$ cat config.mk
export PLATFORM = sky130hd
export DESIGN_NAME = rgb_pair_to_uyvy_alpha_blend_unit
export DESIGN_NICKNAME = d
export VERILOG_FILES = /design/src/hw/rtl/rpu_pkg.sv /design/src/hw/rtl/rpu_csc.sv /design/src/hw/rtl/rpu_blend.sv /design/src/hw/rtl/rgb_pair_to_uyvy_alpha_blend_unit.sv
export SDC_FILE = /design/constraint.sdc
export NUM_CORES = 2
export LEC_CHECK = 0
export BUFFER_PORTS_ARGS = -buffer_cell sky130_fd_sc_hd__buf_2
export CORE_ASPECT_RATIO = 0.75
export CORE_MARGIN = 2
export CORE_UTILIZATION = 65
export CTS_BUF_LIST = sky130_fd_sc_hd__clkbuf_2
export DETAILED_ROUTE_END_ITERATION = 8
export PLACE_DENSITY = 0.83
export SLEW_MARGIN = 30
export SYNTH_ARGS = -nofsm -noshare
export SYNTH_HDL_FRONTEND = slang
export SYNTH_SLANG_ARGS = --single-unit
$ cat constraint.sdc
create_clock -name aclk -period 10 [get_ports aclk]
set_input_delay 1 -clock aclk [delete_from_list [all_inputs] [get_ports aclk]]
set_output_delay 1 -clock aclk [all_outputs]
set_load 0.02 [all_outputs]
$ cat src/hw/rtl/rpu_pkg.sv
// Shared types and constants for the RGB pair to UYVY alpha blend block.
`timescale 1ns / 1ps

package rpu_pkg;

    // One UYVY word, Cb in the lowest byte.
    typedef struct packed {
        logic [7:0] y1;
        logic [7:0] cr;
        logic [7:0] y0;
        logic [7:0] cb;
    } uyvy_t;

    // One overlay pixel, red in the lowest byte.
    typedef struct packed {
        logic [7:0] b;
        logic [7:0] g;
        logic [7:0] r;
    } rgb_t;

    // One input word: first pixel lowest, then second pixel, then the word under them.
    typedef struct packed {
        uyvy_t under;
        rgb_t  second;
        rgb_t  first;
    } pair_item_t;

    localparam int ITEM_W = $bits(pair_item_t);
    localparam int WORD_W = $bits(uyvy_t);

    localparam logic [7:0] ALPHA_RESET = 8'd220;
    localparam logic [7:0] ALPHA_FULL  = 8'd255;

    localparam logic [7:0] LUMA_MIN   = 8'd16;
    localparam logic [7:0] LUMA_MAX   = 8'd235;
    localparam logic [7:0] CHROMA_MIN = 8'd16;
    localparam logic [7:0] CHROMA_MAX = 8'd240;

endpackage

$ cat src/hw/rtl/rpu_csc.sv
// Two-stage BT.601 color space converter with 4:2:2 chroma averaging.
`timescale 1ns / 1ps

module rpu_csc (
    input  logic               aclk,
    input  logic               aresetn,
    input  logic               in_valid,
    output logic               in_ready,
    input  rpu_pkg::pair_item_t in_item,
    output logic               out_valid,
    input  logic               out_ready,
    output rpu_pkg::uyvy_t     out_fresh,
    output rpu_pkg::uyvy_t     out_under
);
    import rpu_pkg::*;

    localparam logic [15:0] Y_R = 16'd66;
    localparam logic [15:0] Y_G = 16'd129;
    localparam logic [15:0] Y_B = 16'd25;
    localparam logic [15:0] Y_RND = 16'd128;
    localparam logic signed [16:0] CB_R = -17'sd38;
    localparam logic signed [16:0] CB_G = -17'sd74;
    localparam logic signed [16:0] CB_B = 17'sd112;
    localparam logic signed [16:0] CR_R = 17'sd112;
    localparam logic signed [16:0] CR_G = -17'sd94;
    localparam logic signed [16:0] CR_B = -17'sd18;
    localparam logic signed [16:0] C_RND = 17'sd128;
    localparam logic signed [8:0] C_OFS = 9'sd128;

    function automatic logic [15:0] luma_sum(input rgb_t p);
        luma_sum = Y_R * {8'd0, p.r} + Y_G * {8'd0, p.g} + Y_B * {8'd0, p.b} + Y_RND;
    endfunction

    function automatic logic signed [16:0] chroma_sum(input rgb_t p,
                                                      input logic signed [16:0] kr,
                                                      input logic signed [16:0] kg,
                                                      input logic signed [16:0] kb);
        logic signed [16:0] sr;
        logic signed [16:0] sg;
        logic signed [16:0] sb;
        sr = signed'({9'd0, p.r});
        sg = signed'({9'd0, p.g});
        sb = signed'({9'd0, p.b});
        chroma_sum = kr * sr + kg * sg + kb * sb + C_RND;
    endfunction

    // Division by 256 that truncates toward zero, then the 128 offset.
    function automatic logic [7:0] chroma_byte(input logic signed [16:0] s);
        logic signed [8:0] q;
        logic signed [8:0] v;
        q = s[16:8];
        if (s[16] && (s[7:0] != 8'd0)) begin
            q = q + 9'sd1;
        end
        v = C_OFS + q;
        chroma_byte = v[7:0];
    endfunction

    // First stage: weighted sums.
    logic               sum_valid_reg;
    logic [15:0]        ys0_reg, ys1_reg;
    logic signed [16:0] bs0_reg, bs1_reg, rs0_reg, rs1_reg;
    uyvy_t              sum_under_reg;

    // Second stage: converted word.
    logic               cvt_valid_reg;
    uyvy_t              cvt_word_reg;
    uyvy_t              cvt_under_reg;
    uyvy_t              cvt_word_next;

    logic sum_en;
    logic cvt_en;

    logic [7:0] cb0, cb1, cr0, cr1;
    logic [8:0] cb_pair, cr_pair;

    assign cvt_en   = !cvt_valid_reg || out_ready;
    assign sum_en   = !sum_valid_reg || cvt_en;
    assign in_ready = sum_en;

    always_comb begin
        cb0 = chroma_byte(bs0_reg);
        cb1 = chroma_byte(bs1_reg);
        cr0 = chroma_byte(rs0_reg);
        cr1 = chroma_byte(rs1_reg);
        cb_pair = {1'b0, cb0} + {1'b0, cb1};
        cr_pair = {1'b0, cr0} + {1'b0, cr1};
        cvt_word_next.y0 = LUMA_MIN + ys0_reg[15:8];
        cvt_word_next.y1 = LUMA_MIN + ys1_reg[15:8];
        cvt_word_next.cb = cb_pair[8:1];
        cvt_word_next.cr = cr_pair[8:1];
    end

    always_ff @(posedge aclk) begin
        if (!aresetn) begin
            sum_valid_reg <= 1'b0;
            cvt_valid_reg <= 1'b0;
        end else begin
            if (sum_en) begin
                sum_valid_reg <= in_valid;
            end
            if (cvt_en) begin
                cvt_valid_reg <= sum_valid_reg;
            end
        end
    end

    always_ff @(posedge aclk) begin
        if (sum_en && in_valid) begin
            ys0_reg       <= luma_sum(in_item.first);
            ys1_reg       <= luma_sum(in_item.second);
            bs0_reg       <= chroma_sum(in_item.first, CB_R, CB_G, CB_B);
            bs1_reg       <= chroma_sum(in_item.second, CB_R, CB_G, CB_B);
            rs0_reg       <= chroma_sum(in_item.first, CR_R, CR_G, CR_B);
            rs1_reg       <= chroma_sum(in_item.second, CR_R, CR_G, CR_B);
            sum_under_reg <= in_item.under;
        end
        if (cvt_en && sum_valid_reg) begin
            cvt_word_reg  <= cvt_word_next;
            cvt_under_reg <= sum_under_reg;
        end
    end

    assign out_valid = cvt_valid_reg;
    assign out_fresh = cvt_word_reg;
    assign out_under = cvt_under_reg;

endmodule

$ cat src/hw/rtl/rpu_blend.sv
// Two-stage alpha blender of four bytes with an exact divide by 255.
`timescale 1ns / 1ps

module rpu_blend (
    input  logic           aclk,
    input  logic           aresetn,
    input  logic [7:0]     alpha,
    input  logic           in_valid,
    output logic           in_ready,
    input  rpu_pkg::uyvy_t in_fresh,
    input  rpu_pkg::uyvy_t in_under,
    output logic           out_valid,
    input  logic           out_ready,
    output rpu_pkg::uyvy_t out_word
);
    import rpu_pkg::*;

    localparam int NUM_BYTES = WORD_W / 8;

    // Exact floor(p / 255) for any p up to 65025.
    function automatic logic [7:0] div255(input logic [15:0] p);
        logic [16:0] t;
        t = {1'b0, p} + {9'd0, p[15:8]} + 17'd1;
        div255 = t[15:8];
    endfunction

    logic                          mac_valid_reg;
    logic [NUM_BYTES-1:0][15:0]    mac_reg;
    logic [NUM_BYTES-1:0][15:0]    mac_next;
    logic                          out_valid_reg;
    logic [NUM_BYTES-1:0][7:0]     out_reg;
    logic [NUM_BYTES-1:0][7:0]     out_next;
    logic [7:0]                    alpha_inv;
    logic                          mac_en;
    logic                          out_en;

    assign out_en   = !out_valid_reg || out_ready;
    assign mac_en   = !mac_valid_reg || out_en;
    assign in_ready = mac_en;
    assign alpha_inv = ALPHA_FULL - alpha;

    always_comb begin
        for (int i = 0; i < NUM_BYTES; i++) begin
            mac_next[i] = {8'd0, in_fresh[i*8 +: 8]} * {8'd0, alpha}
                        + {8'd0, in_under[i*8 +: 8]} * {8'd0, alpha_inv};
            out_next[i] = div255(mac_reg[i]);
        end
    end

    always_ff @(posedge aclk) begin
        if (!aresetn) begin
            mac_valid_reg <= 1'b0;
            out_valid_reg <= 1'b0;
        end else begin
            if (mac_en) begin
                mac_valid_reg <= in_valid;
            end
            if (out_en) begin
                out_valid_reg <= mac_valid_reg;
            end
        end
    end

    always_ff @(posedge aclk) begin
        if (mac_en && in_valid) begin
            mac_reg <= mac_next;
        end
        if (out_en && mac_valid_reg) begin
            out_reg <= out_next;
        end
    end

    assign out_valid = out_valid_reg;
    assign out_word  = out_reg;

endmodule

$ cat src/hw/rtl/rgb_pair_to_uyvy_alpha_blend_unit.sv
// Top level of the RGB pair to UYVY converter and alpha blender.
`timescale 1ns / 1ps

// Each input word carries two adjacent overlay RGB pixels and the UYVY word
// that lies under them; each output word is that UYVY word blended with the
// BT.601 conversion of the overlay, the two chroma samples averaged.
// The opacity register (cfg_wr_en / cfg_wr_data) must be written by the user
// only while no word is in flight, which the block does not enforce; it resets to 220.
// The datapath is a four-stage pipeline: weighted RGB sums, scaling and
// chroma averaging, blend products, and the divide by 255 into the output
// register. While the receiver does not stall, throughput is one word per
// clock, set by the single pass of each word through the four stages.
// Every stage has its own valid bit and moves when the stage after it is
// empty or moving, so bubbles close up while the receiver stalls and
// s_axis_tready drops only once all four stages hold a word.
// A synchronous low aresetn empties the pipeline and restores the opacity.

module rgb_pair_to_uyvy_alpha_blend_unit (
    input  logic        aclk,
    input  logic        aresetn,
    input  logic        cfg_wr_en,
    input  logic [7:0]  cfg_wr_data,   // blend_alpha
    input  logic        s_axis_tvalid,
    output logic        s_axis_tready,
    // red_first, green_first, blue_first, red_second, green_second,
    // blue_second, under_cb, under_luma_first, under_cr, under_luma_second
    input  logic [rpu_pkg::ITEM_W-1:0] s_axis_tdata,
    output logic        m_axis_tvalid,
    input  logic        m_axis_tready,
    // mixed_cb, mixed_luma_first, mixed_cr, mixed_luma_second
    output logic [rpu_pkg::WORD_W-1:0] m_axis_tdata
);
    import rpu_pkg::*;

    logic [7:0]  alpha_reg;
    pair_item_t  in_item;
    logic        csc_valid;
    logic        blend_ready;
    uyvy_t       csc_fresh;
    uyvy_t       csc_under;
    uyvy_t       blend_word;

    always_ff @(posedge aclk) begin
        if (!aresetn) begin
            alpha_reg <= ALPHA_RESET;
        end else if (cfg_wr_en) begin
            alpha_reg <= cfg_wr_data;
        end
    end

    assign in_item = s_axis_tdata;

    rpu_csc u_csc (
        .aclk      (aclk),
        .aresetn   (aresetn),
        .in_valid  (s_axis_tvalid),
        .in_ready  (s_axis_tready),
        .in_item   (in_item),
        .out_valid (csc_valid),
        .out_ready (blend_ready),
        .out_fresh (csc_fresh),
        .out_under (csc_under)
    );

    rpu_blend u_blend (
        .aclk      (aclk),
        .aresetn   (aresetn),
        .alpha     (alpha_reg),
        .in_valid  (csc_valid),
        .in_ready  (blend_ready),
        .in_fresh  (csc_fresh),
        .in_under  (csc_under),
        .out_valid (m_axis_tvalid),
        .out_ready (m_axis_tready),
        .out_word  (blend_word)
    );

    assign m_axis_tdata = blend_word;

    // Input backpressure only when the whole pipeline is full and the sink stalls.
    a_no_bubble_stall: assert property (@(posedge aclk) disable iff (!aresetn)
        !s_axis_tready |-> csc_valid && !blend_ready && m_axis_tvalid && !m_axis_tready)
        else $error("input stalled while a pipeline stage is empty");

    a_blend_full_only: assert property (@(posedge aclk) disable iff (!aresetn)
        !blend_ready |-> m_axis_tvalid && !m_axis_tready)
        else $error("blend stage stalled without an output stall");

    // Converted samples stay inside the limited range.
    a_luma_range: assert property (@(posedge aclk) disable iff (!aresetn)
        csc_valid |-> csc_fresh.y0 >= LUMA_MIN && csc_fresh.y0 <= LUMA_MAX
                   && csc_fresh.y1 >= LUMA_MIN && csc_fresh.y1 <= LUMA_MAX)
        else $error("converted luma out of range");

    a_chroma_range: assert property (@(posedge aclk) disable iff (!aresetn)
        csc_valid |-> csc_fresh.cb >= CHROMA_MIN && csc_fresh.cb <= CHROMA_MAX
                   && csc_fresh.cr >= CHROMA_MIN && csc_fresh.cr <= CHROMA_MAX)
        else $error("converted chroma out of range");

endmodule
# Word-level counts from Yosys, hierarchy flattened

Cells that the tools add are included.

RAM bits: 0
Logic and storage cells: 124
Flip-flop bits (word level): 304
Output and inout bits: 34
Bits in read-only memories: 0
Bits in latches: 0
Memories: 0
Input bits: 93

Bitwise operators: 0
Shifts and indexed selects: 0
Muxes and demuxes: 4
Add/subtract/negate cells: 43
$lt $le $gt $ge: 0
Div/mod/pow operators: 0
Eq/ne operators: 0
$mul: 26
Reductions and logical operators: 20

Operator list:

| kind                    | number |
|---|---|
| $add A17 B17 Y17        | 8 |
| $mul A8 B8 Y16          | 8 |
| $add A17 B9 Y17 const B | 4 |
| $add A16 B1 Y16 const B | 4 |
| $add A16 B16 Y16        | 4 |
| $add A16 B8 Y16         | 4 |
| $mul A7 B9 Y16 const A  | 4 |
| $mul A3 B8 Y11 const A  | 4 |
| $add A15 B16 Y16        | 2 |
| $add A16 B13 Y16        | 2 |
| $add A16 B8 Y16 const B | 2 |
| $add A8 B2 Y8 const B   | 4 |
| $add A8 B8 Y8 const A   | 4 |
| $mul A8 B8 Y16 const A  | 2 |
| $mux W8                 | 4 |
| $reduce_bool A8 Y1      | 4 |
| $mul A6 B9 Y15 const A  | 2 |
| $mul A5 B9 Y14 const A  | 2 |
| $mul A6 B8 Y14 const A  | 2 |
| $mul A5 B8 Y13 const A  | 2 |
| $add A8 B8 Y9           | 2 |
| $add A5 B8 Y8 const A   | 2 |
| $logic_and A1 B1 Y1     | 8 |
| $sub A8 B8 Y8 const A   | 1 |
| 2 further kinds         | 8 |

# Logic depth before layout (Yosys ltp)

Depth after elaboration: 6
Gate-level depth with buffers: 26
Depth with buffers taken out: 26

# By module

Synthesis repeated with hierarchy kept, for this count alone.

Cells, all modules: 4527
Area, all modules: 46178.0 um2

Modules (own cells, without submodules):

| module                            | seq. area each (um2) | instances | area an instance (um2) | cells each |
|---|---|---|---|---|
| rpu_csc                           | 5325.1               | 1         | 24349.6                | 2270 |
| rpu_blend                         | 2922.8               | 1         | 21539.4                | 2232 |
| rgb_pair_to_uyvy_alpha_blend_unit | 160.2                | 1         | 289.0                  | 25 |

# Least setup slack after synthesis

OpenSTA, ideal clock, no wires.

Path type: reg2reg
Start: register alpha_reg[6]
End: register u_blend.mac_reg[15] (netlist bit) (data pin)
Library setup time: 0.260 ns
Data arrival time: 6.084 ns
Buffers on the path: 3
Clock period less this slack: 6.344 ns
Data required time: 9.740 ns
Cell stages (with the launch flop): 24
Path slack: 3.656 ns
Path through: dfxtp_1 clkbuf_1 clkbuf_1 buf_1 nand2_1 fa_1 inv_1 fa_1 inv_1 fa_1 inv_1 fa_1 fa_1 inv_1 fa_1 inv_1 ha_1 a21oi_1 nor2b_1 or4_1 a21o_1 a31o_2 a21oi_1 xnor2_1

RTL lines:

| item                   | line                                    | RTL |
|---|---|---|
| start, declared        | rgb_pair_to_uyvy_alpha_blend_unit.sv:35 | `logic [7:0] alpha_reg;` |
| start signal, assigned | rgb_pair_to_uyvy_alpha_blend_unit.sv:47 | `alpha_reg <= cfg_wr_data;` |
| end signal, assigned   | rpu_blend.sv:66                         | `mac_reg <= mac_next;` |
| end, declared          | rpu_blend.sv:28                         | `logic [NUM_BYTES-1:0][15:0] mac_reg;` |

==> impl_results.md <==
* CTS tree: built
* Worst hold path depth at 3
* Post CTS Setup Buffer Count at 0
* Starting DRT DRC Count at 1887
* Via/cell ratio at roughly 5.6
* Slew margin rel. at 0.408
* Hold Path Class: in -> reg
* Total global-route track usage at 0.283
* Final WS setup at roughly 3200 ps
* Hold_buf cts at 17
* Clock Skew at between 100 and 150 ps
* Via count at 31400
* DRT Pass-1 Iters at 5
* F_max at 147 MHz
* Num Clock Sinks at approximately 280
* CP max stage delay at around 770 ps
* Root buf cell: clkbuf_2
* R2R Setup Slk at around 3200 ps
* Flops & latches, synth at 284
* Initial core utilization at 0.656
* Crit path max fanout at 40
* R2R Path End: u_blend.mac_reg[47]
* Nets at just over 6000
* Initial antenna violation count at 4
* Hold Path Sink: alpha_reg[3]
* Setup Crit Path Kind: reg -> reg
* Yosys warning count at 0
* Slowest CP cell: dfxtp_2
* P&R area growth vs syn at 5.88%
* Vias in the first global route at between 30000 and 40000
* Endpoints failing setup at 0
* Largest net degree at the start of global routing at 77
* Post-Syn Area per Cell at approximately 10 um^2
* H-tree depth at 3
* Unrepaired setup endpoints after global routing: false
* Post-synth top area share at 0.262
* Setup TNS at 0 ps
* Async SR Flop Fraction at 0
* CP startpoint kind: register
* R2R depth at 21
* DRT antenna net count at 0
* Top_reg_cell synth: edfxtp_1
* Post-DP HPWL at around 80000 um
* Global placement routability congestion at 0.930
* Critical path required time at ~11000 ps
* Post-synth EDFFs at 272
* Max-cap violations at 0
* Worst-margin pin slew at between 800 and 900 ps
* Post-synth cell types at between 60 and 70
* Synth Cell Area at 0.0460 mm^2
* CTS resizes at 0
* Drc violations at 0
* Die Span Y at ~230 um
* Full die area at 0.0729 mm^2
* Critical path capture point type: register
* Post-route minimum period at 6820 ps
* Slew Limit Fails at 0
* Share of cells above drive strength 1 at 0.0621
* CP arrival at around 7600 ps
* Largest register FFs at 64
* Most common cell in the netlist: inv_1
* Cell Rows at 84
* Wire per inst at roughly 17 um
* Congestion Overflow GR at 0
* Final worst path period share at 0.682
* Final WL at 98400 um
* Pre-CTS WS at about 3000 ps
* Top cells by area, synth: fa_1, ha_1, edfxtp_1, inv_1, xnor2_1
* First-pass GRT wire length at around 160000 um
* Buffers on Ports at approximately 130
* Synth top cells by count: inv_1, ha_1, fa_1, edfxtp_1, nand2_1
* Gate Count Post-Synth at between 4000 and 5000
* RR Startpoint: alpha_reg[4]
* Clock Pin Slew Worst Setup and Hold Paths at roughly 100 ps
* Die width at ~310 um
* Core Region at 0.0701 mm^2
* Crit-path cells: buf_4 -> nand2_1 -> fa_1 -> inv_1 -> fa_1 -> inv_1 -> fa_1 -> inv_1 -> fa_1 -> fa_1 -> inv_1 -> fa_1 -> inv_1 -> ha_1 -> a21oi_1 -> nor2b_1 -> or4_1 -> a21o_1 -> a31o_2 -> a21oi_1 -> xnor2_1
* Worst-Skew Late Latency at ~1100 ps
* Final Hold Viols at 0
* CTS Buffer Depth at 3
* Min-delay src: cfg_wr_data[3]
* Register area share after synthesis at 0.183
* Biggest area consumer among synthesized cells: fa_1
* CTS buffer count at between 70 and 80
* I/O pin total at around 130
* Layout fillers at 5239
* Status: finished, final reports clean
* CP dominant cell by count: fa_1
==> critical path, delay by kind of cell, from the launching register on <==
family | cells | cell delay (ps)
buffers and inverters | 6 | 840
AO/OA/AOI/OAI | 4 | 760
adder cells (fa/ha/maj) | 7 | 3350
XOR/XNOR | 1 | 130
AND/OR/NAND/NOR | 3 | 640
flip-flops | 1 | 770
==> layer usage <==
metal,share of wire,routed length [um],vias up,global-route usage
met4,0.016,1590,2,0.0614
met2,0.45,44200,885,0.452
li1,-,-,14900,-
met5,0.000081,8,-,0
met1,0.47,45900,15500,0.410
met3,0.068,6680,126,0.0454
==> cell families after synthesis <==
kind of cell / Yosys count / synth area share
buffers and inverters: 1005 / 0.0820
AO/OA/AOI/OAI: 470 / 0.0672
adder cells (fa/ha/maj): 1479 / 0.501
XOR/XNOR: 280 / 0.0533
flip-flops: 284 / 0.183
other: 1 / 0.0000815
AND/OR/NAND/NOR: 949 / 0.110
multiplexers: 17 / 0.00381
==> how the worst max path moves through the flow <==
stage                                to  depth (start not counted)             start
CTS                 u_blend.mac_reg[47]                         21      alpha_reg[4]
floorplan           u_blend.mac_reg[15]                         23      alpha_reg[6]
finish              u_blend.mac_reg[47]                         21      alpha_reg[4]
detailed placement    u_csc.bs0_reg[16]                         25  s_axis_tdata[10]
global route        u_blend.mac_reg[15]                         21      alpha_reg[6]
global placement      u_csc.bs0_reg[16]                         24   s_axis_tdata[9]
==> placed cells by master (no fill, tap or decap), types with 36 or more instances in the layout <==
master / instances
xnor2_1: 204
o21ai_0: 67
xor2_1: 76
a21oi_1: 150
buf_2: 126
nand2b_1: 102
o21a_1: 36
and2_1: 136
nor2b_1: 216
a21o_1: 66
fa_1: 602
inv_1: 941
nand3_1: 44
ha_1: 877
clkbuf_2: 105
nand2_1: 240
nor2_1: 90
edfxtp_1: 272
==> area by class of cell <==
cell class              count  area (um^2)  area share
multi-input cells        3199        33900       0.695
flip-flops and latches    284         8420       0.173
inverters                 942         3540      0.0726
well taps                 946         1180      0.0243
repair buffers            156          915      0.0188
clock buffers             105          526      0.0108
clock inverters            30          263     0.00540
diodes                      1         2.50   0.0000514
==> per-stage QoR <==
stage	hold WS (ps)	std cells	area, um^2	utilization
2_1_floorplan	400	4488	46000	-
6_report	161	5663	48700	0.695
3_5_place_dp	405	5509	47700	0.681
5_1_grt	68.0	5663	48700	0.695
3_3_place_gp	402	5509	47700	0.681
4_1_cts	1.08	5661	48700	0.694
Power is left out: the tool's default activity adds up to more than one toggle a clock period on the data nets, which glitch-free logic cannot reach.
